<file path="config.mk">
export PLATFORM = sky130hd
export DESIGN_NAME = running_mean_variance_top
export DESIGN_NICKNAME = d
export VERILOG_FILES = /design/src/rtl/rmv_pkg.sv /design/src/rtl/running_mean_variance_top.sv
export VERILOG_INCLUDE_DIRS = /design/src /design/src/rtl
export SDC_FILE = /design/constraint.sdc
export NUM_CORES = 2
export LEC_CHECK = 0
export ABC_AREA = 1
export BUFFER_PORTS_ARGS = -buffer_cell sky130_fd_sc_hd__buf_2
export CORE_ASPECT_RATIO = 0.5
export CORE_MARGIN = 8
export CORE_UTILIZATION = 50
export CTS_BUF_LIST = sky130_fd_sc_hd__clkbuf_2
export DETAILED_ROUTE_END_ITERATION = 6
export PLACE_DENSITY = 0.65
export REMOVE_ABC_BUFFERS = 1
export SLEW_MARGIN = 15
export SYNTH_ARGS = -nofsm -noshare
export SYNTH_HDL_FRONTEND = slang
export SYNTH_SLANG_ARGS = --single-unit
export TNS_END_PERCENT = 10
</file>
<file path="constraint.sdc">
create_clock -name clk -period 7.7 [get_ports clk]
set_input_delay 1.54 -clock clk [delete_from_list [all_inputs] [get_ports clk]]
set_output_delay 1.54 -clock clk [all_outputs]
set_load 0.005 [all_outputs]
</file>
<file path="src/rtl/running_mean_variance_top_assert.svh">
// Assertion macros for the running mean and variance block.
`ifndef RUNNING_MEAN_VARIANCE_TOP_ASSERT_SVH
`define RUNNING_MEAN_VARIANCE_TOP_ASSERT_SVH

`ifndef ASSERT_OFF
`define RMV_ASSERT_IMP(name, clk, rst, ante, cons) \
  name: assert property (@(posedge clk) disable iff (rst) (ante) |-> (cons)) \
    else $error("running_mean_variance check failed");
`define RMV_ASSERT_NXT(name, clk, rst, ante, cons) \
  name: assert property (@(posedge clk) disable iff (rst) (ante) |=> (cons)) \
    else $error("running_mean_variance check failed");
`else
`define RMV_ASSERT_IMP(name, clk, rst, ante, cons)
`define RMV_ASSERT_NXT(name, clk, rst, ante, cons)
`endif

`endif

</file>
<file path="src/rtl/rmv_pkg.sv">
// Package with the types and constants of the running mean and variance block.
package rmv_pkg;

  localparam int VALUE_W = 32;
  localparam int HALF_W  = 17;
  localparam int OPND_W  = 2 * HALF_W;
  localparam int ACC_W   = 2 * OPND_W;
  localparam int DCNT_W  = 6;

  localparam logic OP_ADD   = 1'b0;
  localparam logic OP_CLEAR = 1'b1;

  typedef enum logic [3:0] {
    ST_IDLE,
    ST_LOAD,
    ST_DIV1,
    ST_MEAN,
    ST_ERR,
    ST_MUL,
    ST_SAT,
    ST_DIV2,
    ST_DONE
  } st_t;

endpackage

</file>
<file path="src/rtl/running_mean_variance_top.sv">
// Running per-variable mean and variance, Welford recurrence in Q15.16.
//
// The input stream carries one word per item: s_tuser[0] is the operation
// (add one element or clear the sample count), s_tuser[3:1] the variable,
// s_tdata the signed Q15.16 value and s_tlast marks the end of a sample.
// Every input word gives one output word: updated mean, updated variance and
// the sample count after the item.
// An element's result is built after acceptance from one read of the
// mean and variance memories, a 33-step bit-serial divider for the mean, a
// shared 17x17 multiplier for the two products, and the same divider for 32
// steps of the variance quotient. A saturated variance skips that division.
// Clear commands and elements of a variable at or above NUM_VARS skip all
// work and go straight from the idle state to the done state.
// One item is in work at a time; s_tready is high only while the block waits
// for an item, from the cycle after each result is loaded, so a new item is
// taken only once the last one is through. The result sits in an output
// register, so a new item is taken while the receiver stalls; a finished
// result waits until that register is free.
// Reset clears the sample count and the handshakes. The memories keep their
// contents; after a clear the next sample overwrites each variable that it carries.
`include "running_mean_variance_top_assert.svh"

module running_mean_variance_top #(
  parameter int NUM_VARS   = 8,
  parameter int COUNT_BITS = 24
) (
  input  logic                                       clk,
  input  logic                                       rst,
  input  logic                                       s_tvalid,
  output logic                                       s_tready,
  // value (signed Q15.16) in bits 31:0
  input  logic [rmv_pkg::VALUE_W-1:0]                s_tdata,
  // op in bit 0, var_index in bits 3:1
  input  logic [3:0]                                 s_tuser,
  input  logic                                       s_tlast,
  output logic                                       m_tvalid,
  input  logic                                       m_tready,
  // mean_out in bits 31:0, variance_out in bits 63:32,
  // sample_count above it, zero filled to whole bytes
  output logic [((64+COUNT_BITS+7)/8)*8-1:0]         m_tdata
);
  import rmv_pkg::*;

  localparam int IDX_W  = (NUM_VARS > 1) ? $clog2(NUM_VARS) : 1;
  localparam int NW     = COUNT_BITS + 1;
  localparam int TD_W   = ((64 + COUNT_BITS + 7) / 8) * 8;
  localparam int PAD_W  = TD_W - 64 - COUNT_BITS;

  st_t state, state_next;

  logic [VALUE_W-1:0]    means [NUM_VARS];
  logic [VALUE_W-1:0]    variances [NUM_VARS];
  logic [VALUE_W-1:0]    rd_mean;
  logic [VALUE_W-1:0]    rd_var;
  logic [VALUE_W-1:0]    mean_old;
  logic [VALUE_W-1:0]    var_old;

  logic [VALUE_W-1:0]    x_r;
  logic [IDX_W-1:0]      idx_r;
  logic                  last_r;
  logic                  clear_r;
  logic                  elem_r;
  logic [NW-1:0]         n_r;
  logic                  neg_r;
  logic [VALUE_W:0]      dmag;
  logic [VALUE_W:0]      emag;
  logic [VALUE_W-1:0]    mean_upd;
  logic [VALUE_W:0]      dq;
  logic [NW-1:0]         rem;
  logic [DCNT_W-1:0]     dcnt;
  logic [3:0]            k;
  logic [OPND_W-1:0]     pp;
  logic [1:0]            pp_sh;
  logic [ACC_W-1:0]      acc;
  logic                  sat_r;
  logic [COUNT_BITS-1:0] count;
  logic [VALUE_W-1:0]    out_mean;
  logic [VALUE_W-1:0]    out_var;
  logic [COUNT_BITS-1:0] out_cnt;

  logic                  accept;
  logic                  fire;
  logic                  in_range;
  logic [IDX_W+2:0]      idx_ext;
  logic [IDX_W-1:0]      rd_addr;
  logic [NW:0]           trial;
  logic                  ge;
  logic [NW-1:0]         rem_step;
  logic [VALUE_W+1:0]    diff;
  logic [VALUE_W+1:0]    q_s;
  logic [VALUE_W+1:0]    mean_sum;
  logic [VALUE_W+1:0]    err;
  logic [OPND_W-1:0]     opnd_a;
  logic [OPND_W-1:0]     opnd_b;
  logic [HALF_W-1:0]     half_a;
  logic [HALF_W-1:0]     half_b;
  logic [ACC_W-1:0]      pp_shifted;
  logic [ACC_W-1:0]      acc_base;
  logic                  var_sat;

  assign accept   = s_tvalid && s_tready;
  assign fire     = (state == ST_DONE) && (!m_tvalid || m_tready);
  assign idx_ext  = {{IDX_W{1'b0}}, s_tuser[3:1]};
  assign rd_addr  = idx_ext[IDX_W-1:0];
  assign in_range = {29'd0, s_tuser[3:1]} < 32'(NUM_VARS);

  // With a zero count the stored entry plays no part, and it may never have been written.
  assign mean_old = (n_r == NW'(1)) ? '0 : rd_mean;
  assign var_old  = (n_r == NW'(1)) ? '0 : rd_var;

  // One restoring divider step, shared by the mean and the variance quotient.
  assign trial    = {rem, dq[VALUE_W]};
  assign ge       = trial >= {1'b0, n_r};
  assign rem_step = ge ? NW'(trial - {1'b0, n_r}) : trial[NW-1:0];

  assign diff     = {{2{x_r[VALUE_W-1]}}, x_r} - {{2{mean_old[VALUE_W-1]}}, mean_old};
  assign q_s      = neg_r ? ((VALUE_W+2)'(0) - {1'b0, dq}) : {1'b0, dq};
  assign mean_sum = {{2{mean_old[VALUE_W-1]}}, mean_old} + q_s;
  assign err      = {{2{x_r[VALUE_W-1]}}, x_r} - {{2{mean_upd[VALUE_W-1]}}, mean_upd};

  // First four products build d*e, the next four count*var.
  assign opnd_a = k[2] ? OPND_W'(count) : {1'b0, dmag};
  assign opnd_b = k[2] ? OPND_W'(var_old) : {1'b0, emag};
  assign half_a = k[1] ? opnd_a[OPND_W-1:HALF_W] : opnd_a[HALF_W-1:0];
  assign half_b = k[0] ? opnd_b[OPND_W-1:HALF_W] : opnd_b[HALF_W-1:0];

  always_comb begin
    case (pp_sh)
      2'd0:    pp_shifted = ACC_W'(pp);
      2'd1:    pp_shifted = ACC_W'(pp) << HALF_W;
      2'd2:    pp_shifted = ACC_W'(pp) << HALF_W;
      default: pp_shifted = ACC_W'(pp) << OPND_W;
    endcase
  end

  // Once d*e is complete it is scaled down to t before count*var is added.
  assign acc_base = (k == 4'd5) ? (acc >> 16) : acc;
  assign var_sat  = acc[ACC_W-1:32] >= (ACC_W-32)'(n_r);

  always_ff @(posedge clk) begin
    if (rst) begin
      state <= ST_IDLE;
    end else begin
      state <= state_next;
    end
  end

  always_comb begin
    state_next = state;
    s_tready   = 1'b0;
    case (state)
      ST_IDLE: begin
        s_tready = 1'b1;
        if (s_tvalid) begin
          if (s_tuser[0] == OP_CLEAR || !in_range) begin
            state_next = ST_DONE;
          end else begin
            state_next = ST_LOAD;
          end
        end
      end
      ST_LOAD: state_next = ST_DIV1;
      ST_DIV1: begin
        if (dcnt == '0) begin
          state_next = ST_MEAN;
        end
      end
      ST_MEAN: state_next = ST_ERR;
      ST_ERR:  state_next = ST_MUL;
      ST_MUL: begin
        if (k == 4'd8) begin
          state_next = ST_SAT;
        end
      end
      ST_SAT: begin
        if (var_sat) begin
          state_next = ST_DONE;
        end else begin
          state_next = ST_DIV2;
        end
      end
      ST_DIV2: begin
        if (dcnt == '0) begin
          state_next = ST_DONE;
        end
      end
      ST_DONE: begin
        if (!m_tvalid || m_tready) begin
          state_next = ST_IDLE;
        end
      end
      default: state_next = ST_IDLE;
    endcase
  end

  // Statistics memories: one read at acceptance, one write when an element's result is loaded into the output register.
  always_ff @(posedge clk) begin
    if (accept) begin
      rd_mean <= means[rd_addr];
      rd_var  <= variances[rd_addr];
    end
    if (fire && elem_r) begin
      means[idx_r]     <= mean_upd;
      variances[idx_r] <= sat_r ? '1 : dq[VALUE_W-1:0];
    end
  end

  always_ff @(posedge clk) begin
    case (state)
      ST_IDLE: begin
        x_r     <= s_tdata;
        idx_r   <= rd_addr;
        last_r  <= s_tlast;
        clear_r <= (s_tuser[0] == OP_CLEAR);
        elem_r  <= (s_tuser[0] == OP_ADD) && in_range;
        n_r     <= NW'(count) + NW'(1);
        sat_r   <= 1'b0;
      end
      ST_LOAD: begin
        neg_r <= diff[VALUE_W+1];
        dmag  <= diff[VALUE_W+1] ? (VALUE_W+1)'(0) - diff[VALUE_W:0] : diff[VALUE_W:0];
        dq    <= diff[VALUE_W+1] ? (VALUE_W+1)'(0) - diff[VALUE_W:0] : diff[VALUE_W:0];
        rem   <= '0;
        dcnt  <= DCNT_W'(VALUE_W);
      end
      ST_DIV1, ST_DIV2: begin
        rem  <= rem_step;
        dq   <= {dq[VALUE_W-1:0], ge};
        dcnt <= dcnt - DCNT_W'(1);
      end
      ST_MEAN: begin
        mean_upd <= mean_sum[VALUE_W-1:0];
      end
      ST_ERR: begin
        emag <= err[VALUE_W+1] ? (VALUE_W+1)'(0) - err[VALUE_W:0] : err[VALUE_W:0];
        acc  <= '0;
        k    <= '0;
      end
      ST_MUL: begin
        pp    <= half_a * half_b;
        pp_sh <= k[1:0];
        if (k != 4'd0) begin
          acc <= acc_base + pp_shifted;
        end
        k <= k + 4'd1;
      end
      ST_SAT: begin
        sat_r <= var_sat;
        rem   <= acc[32+NW-1:32];
        dq    <= {acc[31:0], 1'b0};
        dcnt  <= DCNT_W'(VALUE_W - 1);
      end
      default: begin
      end
    endcase
  end

  always_ff @(posedge clk) begin
    if (rst) begin
      count    <= '0;
      m_tvalid <= 1'b0;
    end else begin
      if (fire) begin
        m_tvalid <= 1'b1;
        if (clear_r) begin
          count <= '0;
        end else if (last_r && count != '1) begin
          count <= count + COUNT_BITS'(1);
        end
      end else if (m_tready) begin
        m_tvalid <= 1'b0;
      end
    end
  end

  always_ff @(posedge clk) begin
    if (fire) begin
      out_mean <= elem_r ? mean_upd : '0;
      out_var  <= !elem_r ? '0 : (sat_r ? '1 : dq[VALUE_W-1:0]);
      if (clear_r) begin
        out_cnt <= '0;
      end else if (last_r && count != '1) begin
        out_cnt <= count + COUNT_BITS'(1);
      end else begin
        out_cnt <= count;
      end
    end
  end

  generate
    if (PAD_W > 0) begin : g_pad
      assign m_tdata = {{PAD_W{1'b0}}, out_cnt, out_var, out_mean};
    end else begin : g_nopad
      assign m_tdata = {out_cnt, out_var, out_mean};
    end
  endgenerate

  `RMV_ASSERT_NXT(a_one_in_flight, clk, rst, accept, !s_tready)
  `RMV_ASSERT_IMP(a_rem_below_n, clk, rst, (state == ST_DIV1 || state == ST_DIV2), rem < n_r)
  `RMV_ASSERT_NXT(a_count_held, clk, rst, !fire, $stable(count))
  `RMV_ASSERT_IMP(a_result_from_done, clk, rst, $rose(m_tvalid), $past(state) == ST_DONE)

endmodule

</file>
; After elaboration in Yosys (flattened, before gate mapping)
; Memories as Yosys holds them, arrays and structs flattened. A register that Yosys moved wholly into a read port is not among the register bits.
; Index checks and enable logic that the tools add are counted.
[totals]
regBits = 452
ram_bits = 512
elab_cells = 115
n_memories = 2
[op_classes]
n_addsub = 12
multipliers = 1
n_lt_le_gt_ge = 2
eq_ne = 20
n_mux = 35
bitwise_logic = 1
reduce_logical = 18
[memory_table]
columns = memory, words, width, read_ports, rd_ports_with_merged_regs, write_ports, line
row1 = means, 8, 32, 1, 1, 1, running_mean_variance_top.sv:51  ; logic [VALUE_W-1:0] means [NUM_VARS];
row2 = variances, 8, 32, 1, 1, 1, running_mean_variance_top.sv:52  ; logic [VALUE_W-1:0] variances [NUM_VARS];
[op_table]
columns = cell, count
row1 = 68-bit one-hot mux with 2 select lines, 2
row2 = 68-bit 2-to-1 mux, 2
row3 = 33-bit 2-to-1 mux, 4
row4 = 32-bit 2-to-1 mux, 4
row5 = 33-bit one-hot mux with 3 select lines, 1
row6 = 25-bit one-hot mux with 3 select lines, 1
row7 = 68-bit adder, 1
row8 = 1-bit by 33-bit subtractor with 33-bit output (first input constant), 2
row9 = 32-bit by 32-bit subtractor with 33-bit output, 2
row10 = 24-bit 2-to-1 mux, 2
row11 = 36-bit by 25-bit greater-or-equal comparator with 1-bit output, 1
row12 = 4-bit one-hot mux with 9 select lines, 1
row13 = 17-bit by 17-bit multiplier with 34-bit output, 1
row14 = 17-bit 2-to-1 mux, 2
row15 = 32-bit adder, 1
row16 = 1-bit by 32-bit subtractor with 32-bit output (first input constant), 1
row17 = 4-bit 2-to-1 mux, 7
row18 = 26-bit by 25-bit greater-or-equal comparator with 1-bit output, 1
row19 = 24-bit by 1-bit adder with 25-bit output (second input constant), 1
row20 = 25-bit by 1-bit == test with 1-bit output (second input constant), 1
row21 = 25-bit 2-to-1 mux, 1
row22 = 25-bit subtractor, 1
row23 = 24-bit by 1-bit adder with 24-bit output (second input constant), 1
row24 = 24-bit != test (second input constant), 1
row25 = 27 further kinds, 47

; Depth between registers and ports, before layout
[depth]
word_depth = 6
ltp_mapped = 33

; Least setup slack after synthesis
; No wires, ideal clock.
[synth_timing]
kind = input-to-reg
startpoint = in m_tready
endpoint = mem means[6][0], enable pin
arrival_time_ns = 6.485
t_required_ns = 7.135
path_slack_ns = 0.650
path_stages = 7
n_path_buf = 1
cell_sequence = nor2_1 -> inv_1 -> nand2_1 -> clkbuf_1 -> nor2_1 -> nand2_1 -> nor3_1
[synth_via]
elab_chain_len = 5
[synth_rtl]
columns = element, line
row1 = start: declaration, running_mean_variance_top.sv:37  ; input logic m_tready,
row2 = 1-bit logical OR, running_mean_variance_top.sv:102  ; assign fire = (state == ST_DONE) && (!m_tvalid || m_tready);
row3 = 1-bit logical AND, running_mean_variance_top.sv:102
row4 = 1-bit logical AND, running_mean_variance_top.sv:202  ; if (fire && elem_r) begin
row5 = 1-bit 2-to-1 mux, running_mean_variance_top.sv:202
row6 = 1-bit 2-to-1 mux (implied by the code), running_mean_variance_top.sv:203  ; means[idx_r] <= mean_upd;
row7 = end: declaration, running_mean_variance_top.sv:51
; No other way between the ends.

; Worst setup path after layout
[layout_timing]
startpoint = reg n_r[10]
endpoint = reg pp[26], data pin
[layout_via]
elab_chain_len = 5
[layout_rtl]
columns = element, line
row1 = start: declaration, running_mean_variance_top.sv:63  ; logic [NW-1:0] n_r;
row2 = start signal: assignment, running_mean_variance_top.sv:216  ; n_r <= NW'(count) + NW'(1);
row3 = 25-bit by 1-bit == test with 1-bit output, running_mean_variance_top.sv:109  ; assign var_old = (n_r == NW'(1)) ? '0 : rd_var;
row4 = 32-bit 2-to-1 mux, running_mean_variance_top.sv:109
row5 = 33-bit 2-to-1 mux, running_mean_variance_top.sv:123  ; assign opnd_b = k[2] ? OPND_W'(var_old) : {1'b0, emag};
row6 = 17-bit 2-to-1 mux, running_mean_variance_top.sv:125  ; assign half_b = k[0] ? opnd_b[OPND_W-1:HALF_W] : opnd_b[HALF_W-1:0];
row7 = 17-bit by 17-bit multiplier with 34-bit output, running_mean_variance_top.sv:240  ; pp <= half_a * half_b;
row8 = end signal: assignment, running_mean_variance_top.sv:240
row9 = end: declaration, running_mean_variance_top.sv:72  ; logic [OPND_W-1:0] pp;
; No other way between the ends.
; A chain may end at the register's enable or synchronous reset.

==> metrics.txt <==
most frequent cells in the layout 1444 x nand2_1, 1095 x nor2_1, 1058 x inv_1, 999 x edfxtp_1, 595 x o21ai_0; CP most frequent cell fa_1; Post-Synthesis Cells 7417; EDFF count, synth 999; P&R area growth vs syn 8.29%; wire length per cell 22.4 um; layout net count 8280; Num Clock Sinks 1028; clock share of power 12.9%; synth unique cells 64; Total Routing Usage GR 29.1%; unrepaired setup endpoints after global routing true; synthesis-stage register bit count 1028; Initial Util 50.1%; Required @ worst endpoint 9080 ps; Switch Pwr 13.4 mW; Setup CP Type flop to flop; DRT Pass-1 Iters 7; Int Pwr 14.2 mW; Filler Cells Inserted 12317; Bufs on Longest Clock Path 3; clk_skew 132 ps; DRC Markers 0; Final Cell Area 71000 um2; switch share 48.5%; Worst Max-Slew Pin Slew 1110 ps; Routed Wire Length 215000 um; Via density 5.59; combinational power share 55.7%; Crit-path slowest cell fa_1; pwr/cell area 390 nW/um2; Worst Setup End Kind flop; commonest non-fill, non-tap cell in the layout nand2_1; Post-DP Area 68500 um2; first-pass GRT wire length 316000 um; Final min period 7340 ps; core area 131000 um2; setup ws final 356 ps; number of DRC markers in iteration 0 6199; asr flop ratio synth 0%; status finished clean; worst hold path type input port to flop; initial antenna violation count 8; height of the die 272 um; Worst slew margin 25.4%; storage element area 30600 um2; hpwl dp 161000 um; vias in the first global route 50208; maximum clock frequency 136 MHz; final setup fails 0; Die Wd 528 um; io pins 131; ys flop type edfxtp_1; Seq/Total Area, Yosys 46.6%; Crit Path Max Fanout 17; Syn Std Cell Area 65600 um2; P_leak 31.0 nW; crit path DAT 8720 ps; total power 27.7 mW; worst slack, placed 93.4 ps; largest net degree at the start of global routing 133; worst skew pair latency 1710 ps; Critical Path Source Type flop; Cell Rows 94; CTS tree done; final hold viol count 0; CTS H-tree depth 4; Max Cap Violations 0; hold slack 364 ps; Avg Inst Size Synth 8.84 um2; die area 144000 um2; final antenna-violating net count 0; Vias 53831; multi-input logic area 30200 um2; Slew Limit Fails 0; share of power burned in registers 31.4%; final core utilization 54.3%; GP Congestion 0.997; Synth warnings 0; Final Cycle Share 95.4%; max incr delay on CP 640 ps; GR Overflow Total 0; CTS root buf clkbuf_2; PortBufs 130; Max VDD drop 403 uV; share of cells above drive strength 1 8.79%; CTS buffer count 225; Clock transition at path regs 130 ps
-- routing by layer --
metal	GRT usage [%]	part of all wire [%]
met1	42.0	44
met3	7.24	10
met5	0	0.018
met4	8.57	3.0
met2	43.4	43
-- power by group through the flow --
stage / Clock, mW / Combinational (mW) / Sequential [mW]
6_report: 3.56 / 15.4 / 8.70
5_1_grt: 3.90 / 17.1 / 8.73
3_5_place_dp: 0 / 15.2 / 8.77
4_1_cts: 3.64 / 15.3 / 8.65
3_3_place_gp: 0 / 15.1 / 8.77
2_1_floorplan: 0 / 10.4 / 8.50
-- area by class of cell --
type	instances	area share, %
flip-flops and latches	1028	43.1
multi-input cells	5074	42.5
inverters	1082	5.75
well taps	1776	3.13
repair buffers	268	2.62
clock buffers	316	2.23
clock inverters	72	0.670
diodes	11	0.0388
-- Yosys cell counts (12+ instances only) --
library cell     n  area (um2)
a21boi_0        17         128
a21o_1          16         120
a21oi_1        390        1950
a22oi_1         16         120
a31oi_1         92         576
a32o_1          12         120
a32oi_1         15         131
buf_1           18        67.6
clkbuf_1       198         743
dfxtp_1         29         581
edfxtp_1       999       30000
fa_1           229        4580
ha_1           331        4140
inv_1         1065        4000
nand2_1       1446        5430
nand2_2         16         100
nand3_1        204        1020
nand3b_1        18         135
nand4_1         39         244
nor2_1        1106        4150
nor3_1          55         275
nor4_1          24         150
o211ai_1        12        90.1
o21a_1          25         188
o21ai_0        596        2980
o21bai_1        18         135
o221ai_1        17         149
o22ai_1         81         507
or2_2           23         144
xnor2_1         54         473
xor2_1         141        1230
-- per-stage QoR --
step                instances  setup TNS (ps)
floorplan                7184           -1880
CTS                      9615               0
global placement         9191               0
global route             9623           -28.7
detailed placement       9191               0
finish                   9627               0
-- final timing paths --
check / from / endpoint / slack [ps] / depth (start not counted)
max: n_r[10] / pp[26] / 360 / 29
max reg2reg: n_r[10] / pp[26] / 360 / 29
min: rst / state[2] / 360 / 2
min reg2reg: count[4] / count[4] / 480 / 2
-- kinds of logic (layout without fill, tap and decap cells) --
group                    after synthesis  after routing  synth area share, %
adder cells (fa/ha/maj)              560            560                 13.3
AND/OR/NAND/NOR                     2964           2964                 18.2
AO/OA/AOI/OAI                       1350           1350                 11.5
flip-flops                          1028           1028                 46.6
buffers and inverters               1315           1738                 7.60
XOR/XNOR                             200            200                 2.73
other                                  0             11                    0
-- worst max-delay path: cells and delay by family, from the launching register on --
family | cells | cell delay (ps)
fa+ha+maj | 7 | 3560
compound gates | 7 | 1150
simple gates | 7 | 950
buf+inv | 7 | 760
flops | 1 | 460
xor+xnor | 1 | 150
-- state kept, by name (all words and copies together), names as in the netlist, 2 cells and up --
register,cells
means,256
variances,256
acc,68
pp,34
dmag,33
dq,33
emag,33
mean_upd,32
out_mean,32
out_var,32
rd_mean,32
rd_var,32
x_r,32
n_r,25
rem,25
count,24
out_cnt,24
dcnt,6
k,4
state,4
idx_r,3
pp_sh,2
-- repair_timing --
item,in CTS,in global routing
hold endpoints to repair,36,0
endpoints found under the setup margin,1,10
resized for setup,1,14
setup buffers,0,1
hold buffers,36,0
Power figures use the tool's default switching activity.
